$ cat src/hw/rtl/lfu_slot_replacement_assert.svh
// Assertion macros for the lfu slot replacement block.
// Used by lfu_slot_replacement.sv; no other dependencies.
// Each macro needs signals named clock and reset in the including scope.
`ifndef LFU_SLOT_REPLACEMENT_ASSERT_SVH
`define LFU_SLOT_REPLACEMENT_ASSERT_SVH

`ifndef SYNTHESIS

// same-cycle implication, checked outside reset
`define LFUSR_ASSERT_NOW(lbl, ante, cons) \
   lbl: assert property (@(posedge clock) disable iff (reset) (ante) |-> (cons)) \
      else $error("lfu slot replacement: check failed");

// next-cycle implication, checked outside reset
`define LFUSR_ASSERT_NEXT(lbl, ante, cons) \
   lbl: assert property (@(posedge clock) disable iff (reset) (ante) |=> (cons)) \
      else $error("lfu slot replacement: check failed");

`else

`define LFUSR_ASSERT_NOW(lbl, ante, cons)
`define LFUSR_ASSERT_NEXT(lbl, ante, cons)

`endif

`endif

$ cat src/hw/rtl/lfusr_pkg.sv
// Package for the lfu slot replacement block: field widths, codes and state type.
// No dependencies; used by lfu_slot_replacement.sv.
package lfusr_pkg;

   // fixed field widths of the request, response and register
   localparam int unsigned ID_WIDTH     = 7;
   localparam int unsigned ID_SPAN      = 2 ** ID_WIDTH;
   localparam int unsigned ACTION_WIDTH = 2;
   localparam int unsigned OCC_WIDTH    = 5;
   localparam int unsigned LIMIT_WIDTH  = 5;
   localparam logic [LIMIT_WIDTH-1:0] LIMIT_RESET = 5'd16;

   // response action codes
   typedef enum logic [ACTION_WIDTH-1:0] {
      ACT_HIT     = 2'd0,
      ACT_APPEND  = 2'd1,
      ACT_REPLACE = 2'd2
   } action_type;

   // sequencer states
   typedef enum logic [1:0] {
      ST_IDLE,
      ST_SCAN,
      ST_UPDATE
   } state_type;

endpackage

$ cat src/hw/rtl/lfu_slot_replacement.sv
// Top level of the lfu slot replacement block: slot store, scan sequencer, response.
// Depends on lfusr_pkg and the macro header lfu_slot_replacement_assert.svh.
//
// Usage
//   A request is taken at a rising edge where start is high and busy is low;
//   req_candidate_id names the identifier referenced. The identifier is
//   reduced modulo ID_LIMIT through a constant table on the way in.
//   One compare unit then walks the held slots, one slot per cycle, looking
//   for a match and at the same time tracking the lowest count (oldest wins
//   on ties). A hit stops the walk early. The update state then updates the slots:
//   raise a count, append, or evict and close up the list in one step.
//   After accept the sequencer passes through scan (skipped for an empty set),
//   update and idle, where the response is shown; busy is high for all
//   but the last of these, and a new request may be taken in the cycle the
//   response is shown. The walk length is set by the single shared compare.
//   Each response is shown for exactly one cycle with rsp_valid; the receiver
//   cannot stall it. csr_write_en loads csr_slots_in_use, the fill limit;
//   write it only while idle; the block does not check it. Synchronous reset
//   empties the set, sets the limit to 16 and returns the sequencer to idle.
module lfu_slot_replacement #(
   parameter int unsigned SLOTS       = 16,
   parameter int unsigned ID_LIMIT    = 128,
   parameter int unsigned COUNT_WIDTH = 16
) (
   input  logic                                clock,
   input  logic                                reset,
   // request
   input  logic                                start,
   output logic                                busy,
   input  logic [lfusr_pkg::ID_WIDTH-1:0]      req_candidate_id,
   // response
   output logic                                rsp_valid,
   output logic [lfusr_pkg::ACTION_WIDTH-1:0]  rsp_action,
   output logic [lfusr_pkg::ID_WIDTH-1:0]      rsp_evicted_id,
   output logic [lfusr_pkg::OCC_WIDTH-1:0]     rsp_occupancy,
   // configuration
   input  logic                                csr_write_en,
   input  logic [lfusr_pkg::LIMIT_WIDTH-1:0]   csr_slots_in_use
);

`include "lfu_slot_replacement_assert.svh"

   localparam int unsigned IDX_W  = (SLOTS > 1) ? $clog2(SLOTS) : 1;
   localparam int unsigned FILL_W = $clog2(SLOTS + 1);
   localparam int unsigned IDW    = lfusr_pkg::ID_WIDTH;

   // identifier reduction table
   logic [IDW-1:0] id_mod_tab [lfusr_pkg::ID_SPAN];

   for (genvar g = 0; g < lfusr_pkg::ID_SPAN; g++) begin : g_mod
      localparam int unsigned MOD_VAL = g % ID_LIMIT;
      assign id_mod_tab[g] = IDW'(MOD_VAL);
   end

   // control state
   lfusr_pkg::state_type state_ff, state_in;
   logic [FILL_W-1:0]    fill_ff, fill_in;
   logic [lfusr_pkg::LIMIT_WIDTH-1:0] limit_ff, limit_in;
   logic                 rsp_valid_ff, rsp_valid_in;

   // working registers of the current request
   logic [IDW-1:0]         id_ff, id_in;
   logic [IDX_W-1:0]       scan_ff, scan_in;
   logic                   hit_ff, hit_in;
   logic [IDX_W-1:0]       hit_idx_ff, hit_idx_in;
   logic [IDX_W-1:0]       min_idx_ff, min_idx_in;
   logic [COUNT_WIDTH-1:0] min_cnt_ff, min_cnt_in;
   logic [IDW-1:0]         min_id_ff, min_id_in;

   // slot store
   logic [IDW-1:0]         ids_ff [SLOTS];
   logic [IDW-1:0]         ids_in [SLOTS];
   logic [COUNT_WIDTH-1:0] counts_ff [SLOTS];
   logic [COUNT_WIDTH-1:0] counts_in [SLOTS];

   // response payload
   lfusr_pkg::action_type             rsp_action_ff, rsp_action_in;
   logic [IDW-1:0]                    rsp_evicted_ff, rsp_evicted_in;
   logic [lfusr_pkg::OCC_WIDTH-1:0]   rsp_occ_ff, rsp_occ_in;

   // shared compare unit operands
   logic [IDW-1:0]         cur_id;
   logic [COUNT_WIDTH-1:0] cur_cnt;
   logic                   id_match;
   logic                   cnt_lower;
   logic                   scan_last;

   // effective limit: zero acts as one, above SLOTS acts as SLOTS
   logic [FILL_W-1:0]      limit_eff;
   logic [COUNT_WIDTH-1:0] hit_cnt;

   always_comb begin
      if (limit_ff == '0) begin
         limit_eff = FILL_W'(1);
      end else if (32'(limit_ff) > SLOTS) begin
         limit_eff = FILL_W'(SLOTS);
      end else begin
         limit_eff = FILL_W'(limit_ff);
      end
   end

   // scan read and compare
   assign cur_id    = ids_ff[scan_ff];
   assign cur_cnt   = counts_ff[scan_ff];
   assign id_match  = (cur_id == id_ff);
   assign cnt_lower = (cur_cnt < min_cnt_ff);
   assign scan_last = ((FILL_W'(scan_ff) + FILL_W'(1)) == fill_ff);
   assign hit_cnt   = counts_ff[hit_idx_ff];

   // next state and datapath
   always_comb begin
      state_in       = state_ff;
      fill_in        = fill_ff;
      limit_in       = limit_ff;
      rsp_valid_in   = 1'b0;
      id_in          = id_ff;
      scan_in        = scan_ff;
      hit_in         = hit_ff;
      hit_idx_in     = hit_idx_ff;
      min_idx_in     = min_idx_ff;
      min_cnt_in     = min_cnt_ff;
      min_id_in      = min_id_ff;
      ids_in         = ids_ff;
      counts_in      = counts_ff;
      rsp_action_in  = rsp_action_ff;
      rsp_evicted_in = rsp_evicted_ff;
      rsp_occ_in     = rsp_occ_ff;

      if (csr_write_en) begin
         limit_in = csr_slots_in_use;
      end

      case (state_ff)
         lfusr_pkg::ST_IDLE: begin
            if (start) begin
               id_in   = id_mod_tab[req_candidate_id];
               scan_in = '0;
               hit_in  = 1'b0;
               state_in = (fill_ff == '0) ? lfusr_pkg::ST_UPDATE : lfusr_pkg::ST_SCAN;
            end
         end
         lfusr_pkg::ST_SCAN: begin
            // one slot per cycle: match search and lowest count, oldest first
            if (id_match) begin
               hit_in     = 1'b1;
               hit_idx_in = scan_ff;
               state_in   = lfusr_pkg::ST_UPDATE;
            end else begin
               if ((scan_ff == '0) || cnt_lower) begin
                  min_idx_in = scan_ff;
                  min_cnt_in = cur_cnt;
                  min_id_in  = cur_id;
               end
               if (scan_last) begin
                  state_in = lfusr_pkg::ST_UPDATE;
               end else begin
                  scan_in = scan_ff + IDX_W'(1);
               end
            end
         end
         lfusr_pkg::ST_UPDATE: begin
            rsp_valid_in   = 1'b1;
            rsp_evicted_in = '0;
            if (hit_ff) begin
               // raise the count, saturating
               if (hit_cnt != '1) begin
                  counts_in[hit_idx_ff] = hit_cnt + COUNT_WIDTH'(1);
               end
               rsp_action_in = lfusr_pkg::ACT_HIT;
            end else if (fill_ff < limit_eff) begin
               // append into the next free slot
               ids_in[IDX_W'(fill_ff)]    = id_ff;
               counts_in[IDX_W'(fill_ff)] = COUNT_WIDTH'(1);
               fill_in       = fill_ff + FILL_W'(1);
               rsp_action_in = lfusr_pkg::ACT_APPEND;
            end else begin
               // evict the victim, close up behind it, append at the tail
               for (int j = 0; j < int'(SLOTS) - 1; j++) begin
                  if ((IDX_W'(j) >= min_idx_ff) && (FILL_W'(j + 1) < fill_ff)) begin
                     ids_in[j]    = ids_ff[j + 1];
                     counts_in[j] = counts_ff[j + 1];
                  end
               end
               ids_in[IDX_W'(fill_ff - FILL_W'(1))]    = id_ff;
               counts_in[IDX_W'(fill_ff - FILL_W'(1))] = COUNT_WIDTH'(1);
               rsp_evicted_in = min_id_ff;
               rsp_action_in  = lfusr_pkg::ACT_REPLACE;
            end
            rsp_occ_in = lfusr_pkg::OCC_WIDTH'(fill_in);
            state_in   = lfusr_pkg::ST_IDLE;
         end
         default: begin
            state_in = lfusr_pkg::ST_IDLE;
         end
      endcase
   end

   // control registers
   always_ff @(posedge clock) begin
      if (reset) begin
         state_ff     <= lfusr_pkg::ST_IDLE;
         fill_ff      <= '0;
         limit_ff     <= lfusr_pkg::LIMIT_RESET;
         rsp_valid_ff <= 1'b0;
      end else begin
         state_ff     <= state_in;
         fill_ff      <= fill_in;
         limit_ff     <= limit_in;
         rsp_valid_ff <= rsp_valid_in;
      end
   end

   // payload registers and slot store
   always_ff @(posedge clock) begin
      id_ff          <= id_in;
      scan_ff        <= scan_in;
      hit_ff         <= hit_in;
      hit_idx_ff     <= hit_idx_in;
      min_idx_ff     <= min_idx_in;
      min_cnt_ff     <= min_cnt_in;
      min_id_ff      <= min_id_in;
      ids_ff         <= ids_in;
      counts_ff      <= counts_in;
      rsp_action_ff  <= rsp_action_in;
      rsp_evicted_ff <= rsp_evicted_in;
      rsp_occ_ff     <= rsp_occ_in;
   end

   // outputs
   assign busy           = (state_ff != lfusr_pkg::ST_IDLE);
   assign rsp_valid      = rsp_valid_ff;
   assign rsp_action     = rsp_action_ff;
   assign rsp_evicted_id = rsp_evicted_ff;
   assign rsp_occupancy  = rsp_occ_ff;

   // checks
   `LFUSR_ASSERT_NOW(a_fill_bound, 1'b1, (32'(fill_ff) <= SLOTS))
   `LFUSR_ASSERT_NEXT(a_accept_busy, (start && !busy), busy)
   `LFUSR_ASSERT_NOW(a_rsp_from_update, rsp_valid_ff, ($past(state_ff) == lfusr_pkg::ST_UPDATE))
   `LFUSR_ASSERT_NOW(a_append_grows, (rsp_valid_ff && (rsp_action_ff == lfusr_pkg::ACT_APPEND)), (fill_ff == FILL_W'($past(fill_ff) + FILL_W'(1))))

endmodule

$ cat config.mk
export PLATFORM = sky130hd
export DESIGN_NAME = lfu_slot_replacement
export DESIGN_NICKNAME = d
export VERILOG_FILES = /design/src/hw/rtl/lfusr_pkg.sv /design/src/hw/rtl/lfu_slot_replacement.sv
export VERILOG_INCLUDE_DIRS = /design/src /design/src/hw/rtl
export SDC_FILE = /design/constraint.sdc
export NUM_CORES = 1
export LEC_CHECK = 0
export BUFFER_PORTS_ARGS = -buffer_cell sky130_fd_sc_hd__buf_4
export CAP_MARGIN = 20
export CORE_MARGIN = 3
export CORE_UTILIZATION = 45
export CTS_CLUSTER_SIZE = 8
export DETAILED_ROUTE_END_ITERATION = 8
export PLACE_DENSITY = 0.7
export SKIP_LAST_GASP = 1
export SYNTH_ARGS = -nofsm -noshare
export SYNTH_HDL_FRONTEND = slang
export SYNTH_SLANG_ARGS = --single-unit
$ cat constraint.sdc
create_clock -name clock -period 12.3 [get_ports clock]
set_input_delay 1.845 -clock clock [delete_from_list [all_inputs] [get_ports clock]]
set_output_delay 1.845 -clock clock [all_outputs]
set_load 0.01 [all_outputs]
* Yosys cells after proc, flatten, opt, wreduce, memory -nomap -nowiden
Memory sizes are Yosys's and may differ from the RTL's. A register that Yosys moved wholly into a read port is not among the register bits.
Index checks and enable logic that the tools add are counted.
** Cells by class
- Multiplexer cells :: 164
- $lt $le $gt $ge :: 40
- Bitwise logic cells :: 13
- Reduce and logical (&&, ||, !) cells :: 34
- Equality and inequality tests :: 11
- Add/sub/neg operators :: 5
** Operators by type and width (count)
- 16-bit two-way mux :: 67
- 256-bit two-way mux :: 3
- 240-bit AND :: 2
- 240-bit NOT :: 2
- 7-bit two-way mux :: 64
- 256-bit bitwise mux :: 1
- 112-bit bitwise mux :: 2
- 16-bit demux with 4-bit select :: 3
- 16-bit binary-select mux with 4-bit select :: 2
- 112-bit two-way mux :: 1
- 7-bit demux with 4-bit select :: 2
- 4-bit by 5-bit < comparator with 1-bit output, first input constant :: 8
- 16-bit OR :: 2
- 7-bit binary-select mux with 4-bit select :: 1
- 4-bit greater-or-equal comparator, first input constant :: 7
- 5-bit greater-or-equal comparator, second input constant :: 4
- 3-bit by 5-bit < comparator with 1-bit output, first input constant :: 4
- 5-bit two-way mux :: 4
- 4-bit NOT with 5-bit output :: 4
- 1-bit logical AND :: 18
- 16-bit by 1-bit adder with 16-bit output, second input constant :: 1
- 3-bit by 4-bit greater-or-equal comparator with 1-bit output, first input constant :: 4
- 16-bit < comparator :: 1
- 16-bit inequality test, second input constant :: 1
- other kinds (35) :: 59
** Storage, ports and cells
- Memories :: 1
- Bits of input ports :: 16
- Flip-flop bits (word level) :: 431
- ROM bits :: 896
- Word-level logic and storage cells :: 313
- Output and inout port bits :: 16
** Memories
- (no name shown) :: words 128, bits a word 7, read ports 1, clocked after memory_dff 1, wr ports 0, line lfu_slot_replacement.sv:136 : id_in = id_mod_tab[req_candidate_id];

* Logic depth before layout (Yosys ltp)
- Depth in word-level cells :: 10
- Depth in mapped cells :: 15

* Worst setup path before layout
Ideal clock, no wire load.
- Path kind :: reg2reg
- Start point :: register scan_ff[0]
- End point :: register min_cnt_ff[0], enable pin
- Slack :: 5.705 ns
- Data arrival time :: 6.115 ns
- Data required time :: 11.821 ns
- Library setup time :: 0.479 ns
- Stages on the path, launching flop included :: 15
- Cells stage by stage :: edfxtp_1 buf_2 buf_2 buf_1 buf_2 mux4_2 mux4_2 ha_1 a21o_1 a21o_1 a21oi_1 nor2b_1 o21ai_0 a21oi_1 nor4_1
** On the way
- Word-level cells in the longest chain between the ends :: 7
** RTL lines
- from (decl) :: line lfu_slot_replacement.sv:63 : logic [IDX_W-1:0] scan_ff, scan_in;
- from (signal assigned) :: line lfu_slot_replacement.sv:216 : scan_ff <= scan_in;
- 4-bit NOT with 5-bit output (implied by the code) :: line lfu_slot_replacement.sv:104 : assign cur_cnt = counts_ff[scan_ff];
- 16-bit binary-select mux with 4-bit select :: line lfu_slot_replacement.sv:104
- 16-bit two-way mux (implied by the code) (2 in series) :: line lfu_slot_replacement.sv:104
- net cur_cnt[9] :: line lfu_slot_replacement.sv:83 : logic [COUNT_WIDTH-1:0] cur_cnt;
- 16-bit < comparator :: line lfu_slot_replacement.sv:106 : assign cnt_lower = (cur_cnt < min_cnt_ff);
- 1-bit logical OR :: line lfu_slot_replacement.sv:149 : if ((scan_ff == '0) || cnt_lower) begin
- 3-bit AND reduction (no line)
- to (signal assigned) :: line lfu_slot_replacement.sv:220 : min_cnt_ff <= min_cnt_in;
- to (decl) :: line lfu_slot_replacement.sv:67 : logic [COUNT_WIDTH-1:0] min_cnt_ff, min_cnt_in;
The timed path passes the listed nets, and every way through them passes these cells. The select of a mux whose other input is x is not followed.
A chain may end at the register's enable or synchronous reset.

* Worst setup path in the final report
- Start point :: register hit_idx_ff[0]
- End point :: register counts_ff[54] (netlist name), enable pin
** On the way
- Word-level cells in the longest chain between the ends :: 7
** RTL lines
- from (decl) :: line lfu_slot_replacement.sv:65 : logic [IDX_W-1:0] hit_idx_ff, hit_idx_in;
- from (signal assigned) :: line lfu_slot_replacement.sv:218 : hit_idx_ff <= hit_idx_in;
- 4-bit NOT with 5-bit output (implied by the code) :: line lfu_slot_replacement.sv:108 : assign hit_cnt = counts_ff[hit_idx_ff];
- 16-bit binary-select mux with 4-bit select :: line lfu_slot_replacement.sv:108
- 16-bit two-way mux (implied by the code) (2 in series) :: line lfu_slot_replacement.sv:108
- 16-bit inequality test :: line lfu_slot_replacement.sv:166 : if (hit_cnt != '1) begin
- 2-bit by 1-bit inequality test with 1-bit output (no line)
- 2-bit AND reduction (no line)
- to (signal assigned) :: line lfu_slot_replacement.sv:223 : counts_ff <= counts_in;
- to (decl) :: line lfu_slot_replacement.sv:73 : logic [COUNT_WIDTH-1:0] counts_ff [SLOTS];
No other way between the ends. The select of a mux whose other input is x is not followed.

==> results by group <==
Run status
  – Outcome: finished clean

Timing
  – Hold violation total from the final report: 0
  – RSZ-0062 raised after global routing: false
  – Final worst-path cycle share: between 40% and 50%
  – Relative slew slack: a little under a quarter
  – Worst-Margin Slew: 1.15 ns
  – Post-layout min period: 5.57 ns
  – Setup Skew: between 0.015 and 0.02 ns
  – FMAX: 179 MHz
  – Final setup viols: 0
  – Setup tns final: 0 ns
  – Hold slack: about 0.50 ns
  – Worst setup margin: roughly 6.7 ns
  – Pins over their slew limit: 0

Global routing
  – Pin count of the biggest net entering global routing: 100
  – Initial antenna violation count: 2
  – GRT Total Usage: 25.3%
  – GR Overflow Total: 0
  – First-pass GRT wire length: around 120,000 µm
  – Vias in the first global route: between 15,000 and 20,000

Detailed routing
  – WL final: between 80,000 and 90,000 µm
  – Post-route ant nets: 0
  – Drt first pass iters: 6
  – Via count: 19,985
  – Routed len/inst: 28.5 µm
  – Post-DR vias/cell: 7.06
  – DR iter-0 viols: between 2,000 and 3,000
  – DRC: 0

Die
  – Initial cell density of the core: between 40% and 50%
  – Row count: between 80 and 90
  – Die ar.: around 62,000 µm²
  – Die Span X: 249 µm
  – Die Ht: between 200 and 250 µm
  – Number of I/O pins: 32
  – Core Area: ~58,000 µm²

Yosys
  – Syn_nets: roughly 2,100
  – Synth top cells by count: edfxtp_1 (425), a22oi_1 (226), mux4_2 (179), o21ai_0 (147), nand2_1 (137)
  – #FFs+latches synth: ~440
  – Area contributors post-synth: edfxtp_1 (48%), mux4_2 (15%), a22oi_1 (6.4%), a22o_1 (3.5%), o21ai_0 (2.8%)
  – Post-Syn Area: around 27,000 µm²
  – Synth top area share: approximately half
  – Largest area contributor in the synthesized netlist: edfxtp_1
  – Top_reg_cell synth: edfxtp_1
  – Synth warnings: 0
  – Most common cell in the netlist: edfxtp_1
  – Mapped Cells: around 2,100
  – FFs w/ async S/R, synth: 0%
  – Number of synthesized flops with an enable pin: between 400 and 500
  – Register area share after synthesis: between 40% and 50%
  – Syn Area/Cell: 12.6 µm²
  – Synth cell types: 84

Critical path
  – CP max stage cell: a21oi_2
  – CP Buf/Inv Count: 2
  – Reg2reg path depth: 8
  – CP Launch Type: flip-flop
  – Most frequent cell on the critical path: buf_4
  – Required time of the critical path: 12.53 ns
  – Critical path depth in cells: 8
  – Critical path class: reg2reg
  – Worst setup EP type: flip-flop
  – Largest stage delay, worst path: a little over 0.9 ns
  – Family with the most delay on the worst path: compound AO/OA/AOI/OAI gates
  – Crit-path max FO: 48
  – Crit path cell chain: buf_4 > buf_4 > mux4_1 > a22o_1 > a221o_1 > and3_1 > a41o_1 > a21oi_2
  – WP data arrival: roughly 5.8 ns

Pwr
  – Sw Ratio: about a quarter
  – Share of power burned in registers: between 40% and 50%
  – P_sw: between 1 and 1.5 mW
  – Combinational fraction of design power: roughly 15%
  – Clock power share: about two fifths
  – Internal: around 2.8 mW
  – Leak: 9.44 nW
  – PwrDens: around 130 nW/µm²
  – Peak VDD IR: around 0.11 mV

Clocking
  – # hold bufs at CTS: 0
  – CTS root buf: clkbuf_16
  – Clk_lat worst skew: between 0.6 and 0.7 ns
  – Setup bufs post-CTS: 0
  – Maximum root-to-sink buffer count: 3
  – Htree depth: 2
  – Clk sinks: 438
  – Number of buffers created by CTS: 60
  – CTS tree: yes
  – Post_cts resized: 0
  – Reg clk slew, reported paths: about 0.06 ns

Final layout
  – Layout cells sized above 1: between 20% and 30%
  – Area grow syn2layout: 9.21%
  – Diodes inserted: 0
  – Nets: 2,094

Placement
  – Port Buffers: 31
  – Post-place setup slack: ~6.7 ns
  – Routability Congestion: between 0.9 and 1
  – Post-DP HPWL: 57,300 µm

Hold path
  – Hold Crit Class: reg2reg
  – Hold depth: 1

Run
  – Max-cap violations: 0
## cells by family (layout without fill, tap and decap cells)
kind of cell | after synthesis | count (layout) | share of synthesized area, %
flops | 438 | 438 | 49.1
simple gates | 422 | 422 | 8.01
compound gates | 728 | 728 | 19.9
fa+ha+maj | 29 | 29 | 1.37
buf+inv | 249 | 214 | 4.19
xor+xnor | 32 | 32 | 1.09
mux | 202 | 202 | 16.3
## cell type report
type / instances / area [µm²]
Clock buffer: 76 / 1560
Clock inverter: 2 / 25.0
Fill cell: 4896 / 29100
Inverter: 39 / 146
Multi-Input combinational cell: 1413 / 12400
Sequential cell: 438 / 13000
Tap cell: 765 / 957
Timing Repair Buffer: 97 / 783
## routing by layer
layer  track usage, %  wire length, µm  up-vias  part of all wire [%]
li1                 -                -     8438                     -
met1             37.4            33000    10084                    41
met2             38.0            36200     1308                    45
met3             5.69             9660      153                    12
met4             6.30             1730        2                   2.2
met5                0               11        -                 0.014
## placed cells by master, fill, tap and decap left out, types with 34 or more instances in the layout
cell type	count
edfxtp_1	425
a22oi_1	226
mux4_2	179
o21ai_0	147
nand2_1	137
a22o_1	107
nor2_1	100
buf_4	89
clkbuf_16	60
o21ai_1	42
inv_1	38
a21oi_1	37
nand3_1	34
## stage by stage
step | util [%] | cell area (µm²) | power (mW) | std cells
after floorplan | - | 26500 | 2.19 | 2100
after global placement | 46.9 | 27200 | 2.37 | 2740
after detailed placement | 47.0 | 27300 | 2.39 | 2744
after CTS | 49.7 | 28800 | 3.86 | 2822
after global routing | 49.9 | 28900 | 3.99 | 2830
final | 49.9 | 28900 | 3.87 | 2830
## state kept, by name, summed over array words and instances, names as in the netlist
name	cells
rsp_occupancy	5
id_ff	7
fill_ff	5
state_ff	2
min_id_ff	7
ids_ff	112
limit_ff	5
rsp_evicted_id	7
rsp_valid	1
rsp_action	2
counts_ff	256
min_cnt_ff	16
hit_idx_ff	4
hit_ff	1
scan_ff	4
min_idx_ff	4
## power groups by stage
stage	clock, mW	combinational (mW)	sequential (mW)
finish	1.49	0.578	1.80
global route	1.57	0.615	1.81
CTS	1.50	0.563	1.80
detailed placement	0	0.561	1.83
global placement	0	0.546	1.82
floorplan	0	0.393	1.80
## worst paths after layout
kind / startpoint / endpoint / slack, ns
max: hit_idx_ff[0] / counts_ff[54] / 6.73
min: state_ff[1] / state_ff[1] / 0.50
max reg2reg: hit_idx_ff[0] / counts_ff[54] / 6.73
min reg2reg: state_ff[1] / state_ff[1] / 0.50
Power figures use the tool's default switching activity.
